**src/rtl/core/assert_macros.svh**
```systemverilog
// Assertion macros shared by the RTL
`ifndef ASSERT_MACROS_SVH
`define ASSERT_MACROS_SVH
// assert that a implies b on the same edge
`define ASSERT_IMPL(label, clk, rst_n, a, b) \
  label: assert property (@(posedge clk) disable iff (!rst_n) (a) |-> (b)) \
    else $error("assertion failed");
// assert that a implies b on the next edge
`define ASSERT_NEXT(label, clk, rst_n, a, b) \
  label: assert property (@(posedge clk) disable iff (!rst_n) (a) |=> (b)) \
    else $error("assertion failed");
`endif

```
**src/rtl/core/wrvc_pkg.sv**
```systemverilog
// Package of types and constants for the velocity correction unit
package wrvc_pkg;
  localparam int DEF_MAX_TIMES = 1024;
  localparam int DEF_MAX_SLOTS = 64;
  localparam int W = 24;
  localparam int ACC_W = 64;
  localparam logic [1:0] CMD_LOAD_MODEL = 2'd0;
  localparam logic [1:0] CMD_LOAD_PERT = 2'd1;
  localparam logic [1:0] CMD_CORRECT = 2'd2;
  localparam logic [1:0] REG_TIME_COUNT = 2'd0;
  localparam logic [1:0] REG_SLOT_COUNT = 2'd1;
  localparam logic [1:0] REG_HALF_WINDOW = 2'd2;
  localparam logic [1:0] REG_AMP_FLOOR = 2'd3;

  typedef struct packed {
    logic       start;
    logic       clear;
    logic       accum;
    logic       div_start;
    logic       finish_div;
  } ctl_t;

  typedef struct packed {
    logic div_done;
    logic low_sum;
  } sts_t;
endpackage

```
**src/rtl/core/wrvc_ctrl.sv**
```systemverilog
// Controller: command decode and window scan sequencer
module wrvc_ctrl #(
  parameter int MAX_TIMES = 1024,
  parameter int MAX_SLOTS = 64
) (
  input  logic clk,
  input  logic rst_n,
  input  logic in_valid,
  output logic in_ready,
  input  logic [1:0] command,
  input  logic [9:0] time_index,
  input  logic [5:0] slot_index,
  input  logic [10:0] time_count,
  input  logic [6:0] slot_count,
  input  logic [9:0] half_window,
  output logic out_valid,
  input  logic out_ready,
  output logic load_model,
  output logic load_pert,
  output logic [$clog2(MAX_TIMES)-1:0] rt_addr,
  output logic [$clog2(MAX_SLOTS)-1:0] rs_addr,
  output wrvc_pkg::ctl_t ctl,
  input  wrvc_pkg::sts_t sts
);
  import wrvc_pkg::*;
  localparam int TW = $clog2(MAX_TIMES);
  localparam int SW = $clog2(MAX_SLOTS);
  typedef enum logic [2:0] {IDLE, SCAN, DRAIN, DIVW, DIV, FIN, OUT} state_t;
  state_t state_r;
  logic [12:0] t_r, tend_r;
  logic [8:0] q_r, nq_r;
  logic [2:0] dr_r;
  logic acc;

  logic acc_in;
  logic [12:0] nt;
  logic [8:0] nq;
  assign acc_in = in_valid & in_ready;
  assign in_ready = (state_r == IDLE) | ((state_r == OUT) & out_ready);
  assign out_valid = state_r == OUT;
  always_comb begin
    nt = (13'(time_count) < 13'(MAX_TIMES)) ? 13'(time_count) : 13'(MAX_TIMES);
    nq = (9'(slot_count) < 9'(MAX_SLOTS)) ? 9'(slot_count) : 9'(MAX_SLOTS);
    load_model = acc_in && command == CMD_LOAD_MODEL && 13'(time_index) < 13'(MAX_TIMES)
                 && 9'(slot_index) < 9'(MAX_SLOTS);
    load_pert = acc_in && command == CMD_LOAD_PERT && 9'(slot_index) < 9'(MAX_SLOTS);
    rt_addr = t_r[TW-1:0];
    rs_addr = q_r[SW-1:0];
    ctl = '0;
    ctl.start = acc_in && command == CMD_CORRECT;
    ctl.clear = ctl.start;
    ctl.accum = acc;
    ctl.div_start = (state_r == DIVW) && dr_r == 3'd0 && !sts.low_sum;
    ctl.finish_div = (state_r == DIV) && sts.div_done;
  end
  assign acc = (state_r == SCAN) && t_r < tend_r && nq_r != 9'd0;

  always_ff @(posedge clk) begin
    if (!rst_n) begin
      state_r <= IDLE;
      dr_r <= '0;
    end else begin
      if (state_r == OUT && out_ready) state_r <= IDLE;
      case (state_r)
        IDLE, OUT: begin
          if (ctl.start) begin
            t_r <= 13'(time_index) - 13'(half_window);
            tend_r <= 13'(time_index) + 13'(half_window);
            q_r <= '0;
            nq_r <= nq;
            if (10'(half_window) <= time_index &&
                13'(time_index) + 13'(half_window) < nt) state_r <= SCAN;
            else state_r <= OUT;
          end
        end
        SCAN: begin
          if (acc) begin
            if (q_r + 9'd1 >= nq_r) begin
              q_r <= '0;
              t_r <= t_r + 13'd1;
            end else q_r <= q_r + 9'd1;
          end else begin
            state_r <= DRAIN;
            dr_r <= 3'd5;
          end
        end
        DRAIN: state_r <= DIVW;
        DIVW: begin
          if (dr_r != 3'd0) dr_r <= dr_r - 3'd1;
          else state_r <= sts.low_sum ? OUT : DIV;
        end
        DIV: if (sts.div_done) state_r <= OUT;
        default: state_r <= IDLE;
      endcase
    end
  end
endmodule

```
**config.mk**
```make
export PLATFORM = sky130hd
export DESIGN_NAME = wrvc_ctrl
export DESIGN_NICKNAME = d
export VERILOG_FILES = /design/src/rtl/core/assert_macros.svh /design/src/rtl/core/wrvc_pkg.sv /design/src/rtl/core/wrvc_ctrl.sv
export SDC_FILE = /design/constraint.sdc
export NUM_CORES = 1
export LEC_CHECK = 0
export BUFFER_PORTS_ARGS = -buffer_cell sky130_fd_sc_hd__buf_2
export CAP_MARGIN = 20
export CORE_MARGIN = 4
export CORE_UTILIZATION = 60
export DETAILED_ROUTE_END_ITERATION = 6
export GPL_ROUTABILITY_DRIVEN = 0
export GPL_TIMING_DRIVEN = 0
export PLACE_DENSITY_LB_ADDON = 0.3
export SLEW_MARGIN = 10
export SYNTH_ARGS = -nofsm -noshare
export SYNTH_HDL_FRONTEND = slang
export SYNTH_SLANG_ARGS = --single-unit
```
**constraint.sdc**
```tcl
create_clock -name clk -period 6.4 [get_ports clk]
set_input_delay 1.6 -clock clk [delete_from_list [all_inputs] [get_ports clk]]
set_output_delay 1.6 -clock clk [all_outputs]
set_load 0.01 [all_outputs]
```
==> key figures, run 1 <==
Critical path
  – CP Class: in2reg
  – Peak fanout along the critical path: 3
  – WP data arrival: 4880 ps
  – CP Launch Type: input pin
  – Worst setup EP type: flop
  – CP required: between 6000 and 7000 ps

Route
  – Top Layer Used: met4
  – Vias: 3,298
  – Routed Antenna Nets: 0
  – Routed wire length: between 8 and 9 mm
  – Metal-1 WL: 3.40 mm
  – DRC viols: 0
  – Iteration-0 DRC Markers: 110
  – Routed wl met2: around 4.3 mm
  – First-pass detailed-route iteration total: 4
  – Routed wl met3: about 430 µm
  – Drt via density: 5.59
  – Routed WL per cell: roughly 14 µm

STA
  – Hold violation total from the final report: 0
  – Slew Limit Fails: 0
  – Slew @ Worst Pin: between 700 and 800 ps
  – Worst Clk Skew: ~7.6 ps
  – Min Clock Period, post-route: about 4700 ps
  – Post-layout worst setup margin: approximately 1700 ps
  – Period utilisation layout: 73.6%
  – Unrepaired setup endpoints after global routing: false
  – Setup violators final: 0
  – F_max: roughly 210 MHz
  – Setup Total Neg Slack: 0 ps
  – Slew headroom: around half

Global route
  – First-pass GRT wire length: ~13 mm
  – Largest net degree at the start of global routing: 20
  – Total grt overflow: 0
  – Initial antenna violation count: 0
  – Number of global-route vias before repair: between 3,000 and 4,000
  – GRT Overall Usage: a little over a fifth

Yosys
  – Cell Area, Synth: around 4000 µm²
  – Syn_area_per_cell: roughly 9 µm²
  – Post-synth ARST share: 0%
  – Distinct cells, synth: 61
  – Top_reg_cell synth: edfxtp_1
  – Mapped Cells: between 400 and 500
  – Register area share after synthesis: about a third
  – Yosys warning count: 0
  – Post-synth EDFFs: 40
  – Yosys reg bits: between 40 and 50

Floorplan
  – Starting Density: 62.1%
  – Rows: 29
  – Die Y: between 80 and 90 µm
  – Core area: between 6000 and 7000 µm²
  – Die area: roughly 8000 µm²
  – Die width: ~89 µm
  – Top-level port count: 77

Clocking
  – CTS resizes: 0
  – Hold buffers post-CTS: 0
  – Clk Latency, worst-skew pair: 300 ps
  – CTS Buf Count: 5
  – Worst-path clk slew: around 80 ps
  – Root buf cell: clkbuf_8
  – Post-CTS Setup Inserts: 0
  – H-tree depth: 2
  – Maximum root-to-sink buffer count: 2
  – CTS tree: yes
  – Num Clock Sinks: 46

Layout
  – Most common cell after layout, fill and taps aside: buf_2
  – Ant diodes: 0
  – Share of cells above drive strength 1: 20.7%
  – Fillers: approximately 520
  – Layout Area Growth over Synthesis: 13.4%
  – Commonest non-fill, non-tap cells in the layout: buf_2 (72), ha_1 (51), inv_1 (45), edfxtp_1 (40), nand2_1 (35)
  – Layout Nets: roughly 600
  – Final core occ: 70.4%

Outcome
  – Status: finished, final reports clean

Place
  – IO Port Bufs: 70
  – Hpwl dp: between 6 and 7 mm
  – Place WS: roughly 1400 ps

Power
  – Total power: around 820 µW
  – VDD IR-drop max: around 110 µV
  – Pwr Density: 181 nW/µm²
  – Leak pwr: approximately 0.0021 µW

Flow run
  – Max Cap Viol: 0

Worst hold path
  – Worst hold path type: reg2reg
==> through the flow <==
stage | instance area [µm²] | cells | hold slack, ps
after floorplan | 3970 | 435 | 486
after global placement | 4420 | 582 | 500
after detailed placement | 4420 | 582 | 515
after CTS | 4500 | 590 | 535
after global routing | 4500 | 590 | 551
final | 4500 | 590 | 530
==> cells in the mapped netlist (4+ instances only) <==
master	n	area share, %
a21oi_1	26	3.3
nor2_1	26	2.5
nand2_1	35	3.3
nand3_1	13	1.6
xnor2_1	12	2.6
inv_1	45	4.3
a21boi_0	4	0.76
and2_1	4	0.63
o21ai_0	17	2.1
a21o_1	8	1.5
nor2b_1	18	2.8
ha_1	51	16
dfxtp_1	6	3.0
a31oi_1	4	0.63
nor3_1	8	1.0
clkbuf_1	9	0.85
xor2_1	12	2.6
edfxtp_1	40	30
o31ai_1	5	0.95
buf_4	18	3.4
a211oi_1	4	0.76
and3_1	4	0.63
o21a_1	5	0.95
==> flip-flops by register name, summed over array words and instances (netlist names) <==
signal and count:
dr_r 3, nq_r 7, q_r 9, state_r 3, t_r 13, tend_r 11
==> worst max-delay path, stage by stage <==
cell and delay, ps:
buf_2 90, ha_1 170, inv_1 60, fa_1 390, o21bai_1 170, a21oi_1 120
o311a_1 340, o21bai_1 180, a21oi_1 130, o31ai_1 330, ha_1 320, nand4_1 140
nor3_1 90, o21ai_0 130, o211ai_1 160, a21oi_1 290, o22ai_1 160
==> cells by family after synthesis <==
logic type	synth area share [%]
compound gates	16.9
simple gates	17.6
fa+ha+maj	17.1
xor+xnor	5.30
flops	33.3
mux	0.536
buf+inv	9.15
other cells	0.0945
==> layer usage <==
| metal | global-route usage [%] | up-vias |
|---|---|---|
| li1 | - | 1673 |
| met4 | 7.17 | 0 |
| met2 | 41.2 | 87 |
| met1 | 23.8 | 1525 |
| met5 | 0 | - |
| met3 | 2.49 | 13 |
==> power by group <==
group / total (µW) / switching [µW] / internal [µW]
logic: 281 / 157 / 123
registers: 368 / 14.1 / 354
clock network: 167 / 93.8 / 73.1
==> path summary, 6_finish.rpt <==
path	startpoint	to	slack, ps	cells past startpoint
worst min-delay path	dr_r[0]	dr_r[0]	530	2
worst max register to register	t_r[2]	t_r[9]	3200	7
worst max-delay path	time_index[0]	state_r[2]	1690	17
worst min register to register	dr_r[0]	dr_r[0]	530	2
==> area by class of cell <==
type / instances / area, µm² / share of cell area [%]
multi-input cells: 313 / 2290 / 50.8
flip-flops and latches: 46 / 1320 / 29.4
repair buffers: 70 / 350 / 7.79
plain buffers: 30 / 190 / 4.23
inverters: 46 / 173 / 3.84
well taps: 77 / 96.3 / 2.14
clock buffers: 5 / 68.8 / 1.53
clock inverters: 3 / 11.3 / 0.250
No activity file was read; power rests on OpenSTA's default activity.
==> inputs of run 2 (changes only) <==
- CORE_UTILIZATION: 60 -> 57
- clock period: 6.4 -> 4.37 ns (I/O delays scaled with it)
==> key figures, run 2 (synthesized netlist as in run 1, its figures left out) <==
Critical path
  – CP Cell Sequence: buf_2, ha_1, inv_1, fa_1, o21bai_1, a21oi_1, o311a_1, o21bai_1, a21oi_1, o31ai_1, ha_1, nand4_1, nor3_1, o21ai_0, o211ai_1, a21oi_1, o22ai_1
  – WP buf/inv: 2
  – CP Launch Type: input pin
  – CP Class: in2reg
  – CP required: ~4500 ps
  – Most used cell, CP: a21oi_1
  – Peak fanout along the critical path: 3
  – Worst path top cell family by delay: compound AO/OA/AOI/OAI gates
  – WP data arrival: 4340 ps
  – Slowest stage delay, CP: between 300 and 400 ps
  – Slowest library cell on the worst path: fa_1
  – Worst setup EP type: flop

STA
  – Min Clock Period, post-route: around 4200 ps
  – Slew headroom: 51.2%
  – F_max: 239 MHz
  – Post-layout worst setup margin: ~190 ps
  – Period utilisation layout: a little over nine tenths
  – Unrepaired setup endpoints after global routing: false
  – Slew @ Worst Pin: 731 ps
  – Final hold slack: about 530 ps
  – Setup violators final: 0
  – Worst Clk Skew: roughly 6.7 ps
  – Setup Total Neg Slack: 0 ps
  – Hold violation total from the final report: 0
  – Slew Limit Fails: 0

Floorplan
  – Die Y: approximately 91 µm
  – Starting Density: approximately three fifths
  – Die width: around 90 µm
  – Top-level port count: between 70 and 80
  – Rows: 30
  – Core area: between 6000 and 7000 µm²
  – Die area: roughly 8400 µm²

Global route
  – Total grt overflow: 0
  – GRT Overall Usage: roughly a fifth
  – Initial antenna violation count: 0
  – Number of global-route vias before repair: around 3,400
  – Largest net degree at the start of global routing: 20
  – First-pass GRT wire length: roughly 14 mm

Layout
  – Most common cell after layout, fill and taps aside: buf_2
  – Largest reg by FF count: t_r
  – Layout Area Growth over Synthesis: 14.1%
  – Finished Layout Cells: a little over 600
  – Ant diodes: 0
  – Share of cells above drive strength 1: a little over a fifth
  – Layout Nets: between 600 and 700
  – Commonest non-fill, non-tap cells in the layout: buf_2 (72), ha_1 (51), inv_1 (45), edfxtp_1 (40), nand2_1 (35)
  – Largest register FFs: 13
  – Biggest regs: t_r: 13 flops, tend_r: 11 flops, q_r: 9 flops

Route
  – Routed Antenna Nets: 0
  – Routed wire length: between 8 and 9 mm
  – Vias: around 3,300
  – Iteration-0 DRC Markers: 90
  – DRC viols: 0
  – First-pass detailed-route iteration total: 7
  – Routed WL per cell: ~13 µm
  – Drt via density: approximately 5.5

Worst hold path
  – Worst hold path type: reg2reg

Place
  – Hpwl dp: between 6 and 7 mm
  – IO Port Bufs: 70
  – # placed instances: between 600 and 700
  – Place WS: -86.9 ps

Clocking
  – CTS resizes: 0
  – Post-CTS Setup Inserts: 0
  – Root buf cell: clkbuf_8
  – Num Clock Sinks: 46
  – CTS Buf Count: 5
  – Hold buffers post-CTS: 0
  – Clk Latency, worst-skew pair: between 200 and 300 ps
  – Maximum root-to-sink buffer count: 2
  – CTS tree: yes
  – H-tree depth: 2
  – Worst-path clk slew: around 80 ps

Power
  – VDD IR-drop max: between 100 and 150 µV
  – Leak pwr: between 0.002 and 0.0025 µW
  – Pwr Density: between 200 and 300 nW/µm²
  – Total power: about 1200 µW

Flow run
  – Max Cap Viol: 0

Outcome
  – Status: finished, final reports clean
[run 2: cell count changes in the layout (fill, tap and decap cells not counted), sizes merged]
cell | previous run | this run
clkinv | 4 | 3
clkinvlp | 0 | 1
[run 2: path summary, 6_finish.rpt]
| check | from | to | slack (ps) | depth (start not counted) |
|---|---|---|---|---|
| max reg2reg | t_r[2] | t_r[11] | 1180 | 7 |
| min | dr_r[0] | dr_r[0] | 530 | 2 |
| max | time_index[0] | state_r[2] | 190 | 17 |
| min reg2reg | dr_r[0] | dr_r[0] | 530 | 2 |
[run 2: tightest hold or removal path: stages, from the launching register on]
cell and delay (ps):
dfxtp_1 310, nand3_1 60, o211a_1 120
[run 2: power by group]
group | internal, µW | leakage (µW) | switching [µW]
Clock | 110 | 0.0000416 | 140
Sequential | 518 | 0.000414 | 20.5
Combinational | 179 | 0.00161 | 228
[run 2: per-layer routing]
| metal | track usage [%] | vias to the layer above | share of wire (%) |
|---|---|---|---|
| met4 | 8.17 | 0 | 3.2 |
| met2 | 37.8 | 102 | 51 |
| met1 | 24.2 | 1547 | 41 |
| li1 | - | 1664 | - |
| met5 | 0 | - | 0 |
| met3 | 2.90 | 25 | 5.0 |
[run 2: cell type report]
class / count / area, µm²
sequential: 46 / 1320
clock buffer: 5 / 68.8
inverter: 46 / 173
tap: 96 / 120
buffer: 30 / 190
clock inverter: 3 / 16.3
fill: 565 / 2270
timing repair buffer: 70 / 350
multi-input combinational: 313 / 2290
[run 2: through the flow]
step,area (µm²),util [%]
floorplan,3970,-
global placement,4440,65.4
detailed placement,4440,65.4
CTS,4530,66.6
global route,4530,66.6
finish,4530,66.6
==> inputs of run 3 (changes only) <==
- ABC_AREA: not set -> 1
==> key figures, run 3 <==
Place
  – IO Port Bufs: 70
  – Place WS: between 400 and 500 ps
  – Placed cell area: approximately 4600 µm²
  – Hpwl dp: 7.77 mm
  – # placed instances: between 700 and 800

Yosys
  – Largest family of logic cells by synthesized area: simple AND/OR/NAND/NOR gates
  – Synth Area in Simple Gates: between 20% and 30%
  – Post-synth ARST share: 0%
  – Post-synthesis mux area share: 0%
  – Top_reg_cell synth: edfxtp_1
  – Area fraction of the dominant cell type after synthesis: a little under 30%
  – Syn_area_per_cell: 7.38 µm²
  – Most instantiated library cell after synthesis: nand2_1
  – Mapped Cells: ~560
  – Register area share after synthesis: between 30% and 40%
  – XOR/XNOR Fraction of Synth Area: under 10%
  – Yosys warning count: 0
  – Synth area leader: edfxtp_1
  – Distinct cells, synth: 37
  – Area contributors post-synth: edfxtp_1 (29%), ha_1 (15%), nand2_1 (11%)
  – Yosys reg bits: 46
  – Cell Area, Synth: about 4200 µm²
  – Synth Area in Adders: 16.3%
  – Post-synth EDFFs: 40
  – Compound-Gate Fraction of Synth Area: a little under a tenth
  – Synth top cells by count: nand2_1 (120), inv_1 (111), nor2_1 (59)

Floorplan
  – Die width: between 90 and 100 µm
  – Die Y: 93.4 µm
  – Starting Density: 59.9%
  – Core area: between 6000 and 7000 µm²
  – Die area: approximately 8700 µm²
  – Rows: 30
  – Top-level port count: 77

Global route
  – Number of global-route vias before repair: around 3,600
  – Initial antenna violation count: 0
  – Largest net degree at the start of global routing: 19
  – Total grt overflow: 0
  – GRT Overall Usage: 22.0%
  – First-pass GRT wire length: 15.5 mm

Clocking
  – Clk Latency, worst-skew pair: roughly 300 ps
  – Root buf cell: clkbuf_8
  – CTS tree: yes
  – CTS resizes: 0
  – Maximum root-to-sink buffer count: 2
  – Post-CTS Setup Inserts: 0
  – CTS Buf Count: 5
  – H-tree depth: 2
  – Hold buffers post-CTS: 0
  – Num Clock Sinks: 46
  – Worst-path clk slew: roughly 90 ps

STA
  – Hold violation total from the final report: 0
  – Setup Total Neg Slack: 0 ps
  – Slew headroom: between 40% and 50%
  – Post-layout worst setup margin: approximately 670 ps
  – Period utilisation layout: between 80% and 90%
  – Slew Limit Fails: 0
  – Slew @ Worst Pin: between 800 and 900 ps
  – Unrepaired setup endpoints after global routing: false
  – Setup violators final: 0
  – Worst Clk Skew: approximately 8 ps
  – Min Clock Period, post-route: 3700 ps
  – F_max: approximately 270 MHz

Critical path
  – CP Class: in2reg
  – Reg2Reg Setup Slack: 1180 ps
  – Peak fanout along the critical path: 9
  – Crit path from: half_window[3]
  – Worst setup EP type: flop
  – CP Launch Type: input pin
  – Reg2reg path depth: 14
  – CP required: approximately 4600 ps
  – Worst r2r dst: t_r[8]
  – RR Startpoint: q_r[0]
  – WP data arrival: around 3900 ps

Worst hold path
  – Hold Crit Depth: 2
  – Worst Hold Path EP: dr_r[2]
  – HP Start: dr_r[2]
  – Worst hold path type: reg2reg

Layout
  – Biggest regs: t_r: 13 flops, tend_r: 11 flops, q_r: 9 flops
  – Layout Nets: 747
  – Share of cells above drive strength 1: ~18%
  – Commonest non-fill, non-tap cells in the layout: nand2_1 (120), inv_1 (111), buf_2 (78), nor2_1 (58), ha_1 (51)
  – Layout Area Growth over Synthesis: 15.1%
  – Largest register FFs: 13
  – Largest reg by FF count: t_r
  – Ant diodes: 0
  – Finished Layout Cells: 739
  – Most common cell after layout, fill and taps aside: nand2_1
  – Final Instance Area: approximately 4800 µm²

Route
  – Iteration-0 DRC Markers: around 260
  – DRC viols: 0
  – Routed WL per cell: approximately 13 µm
  – Routed Antenna Nets: 0
  – Drt via density: a little over 5
  – First-pass detailed-route iteration total: 5
  – Vias: 3,821
  – Routed wire length: about 9 mm

Power
  – Total power: about 2000 µW
  – VDD IR-drop max: between 200 and 300 µV
  – Pwr Density: 410 nW/µm²
  – Leak pwr: around 0.0025 µW

Flow run
  – Max Cap Viol: 0

Outcome
  – Status: finished, final reports clean
## run 3: cell types whose count changed after synthesis, sizes merged, moves of 7 or more
cell,delta
a21o,-8
inv,+68
nand2,+85
nand3,+21
nor2,+35
nor2b,-18
o21ai,+7
xnor2,-9
## run 3: logic make-up (layout without fill, tap and decap cells)
kind of cell,count (synthesis),count (layout)
AOI/OAI and AO/OA,68,68
xor gates and xnor gates,18,18
adders and majority gates,53,53
buffers and inverters,142,221
DFF,46,46
other,1,2
and+or+nand+nor,235,235
## run 3: worst max-delay path, cell delays in order
cell,delay (ps)
buf_2,90
inv_1,40
ha_1,260
buf_2,180
inv_1,100
a21oi_1,210
nor3_1,70
nor2_1,130
o21ai_0,170
nand2_1,100
nand2_1,60
xor2_1,180
ha_1,320
nand2_1,60
nor2_1,160
nand2_1,70
a21oi_1,150
nor2_1,90
nand2_1,90
nor2_1,50
o21ai_0,190
inv_1,60
## run 3: layout make-up
cell class / count / area [µm²]
multi-input cells: 376 / 2230
inverters: 113 / 424
clock buffers: 5 / 68.8
flip-flops and latches: 46 / 1320
plain buffers: 29 / 186
clock inverters: 3 / 68.8
fillers: 568 / 2160
repair buffers: 71 / 362
well taps: 96 / 120
## run 3: through the flow
| stage | hold WS [ps] | util [%] |
|---|---|---|
| floorplan | 465 | - |
| global placement | 482 | 66.7 |
| detailed placement | 488 | 66.7 |
| CTS | 502 | 68.7 |
| global route | 538 | 68.9 |
| finish | 504 | 68.9 |
## run 3: worst max path at each step
stage,slack (ps),cells after the start,to
floorplan,1030,21,state_r[1]
global placement,520,22,state_r[0]
detailed placement,480,22,state_r[0]
CTS,790,22,state_r[0]
global route,410,22,state_r[0]
finish,670,22,state_r[0]
## run 3: power breakdown
group	internal [µW]	switching, µW	leakage, µW
clock	229	151	0.0000683
sequential	604	89.8	0.000417
combinational	352	532	0.00206
## run 3: per-layer routing
metal  track usage [%]  up-vias  wire length, µm
li1                  -     1940                -
met1              28.1     1707             3950
met2              37.5      138             4450
met3              2.65       36              534
met4              9.52        0              323
met5                 0        -                0
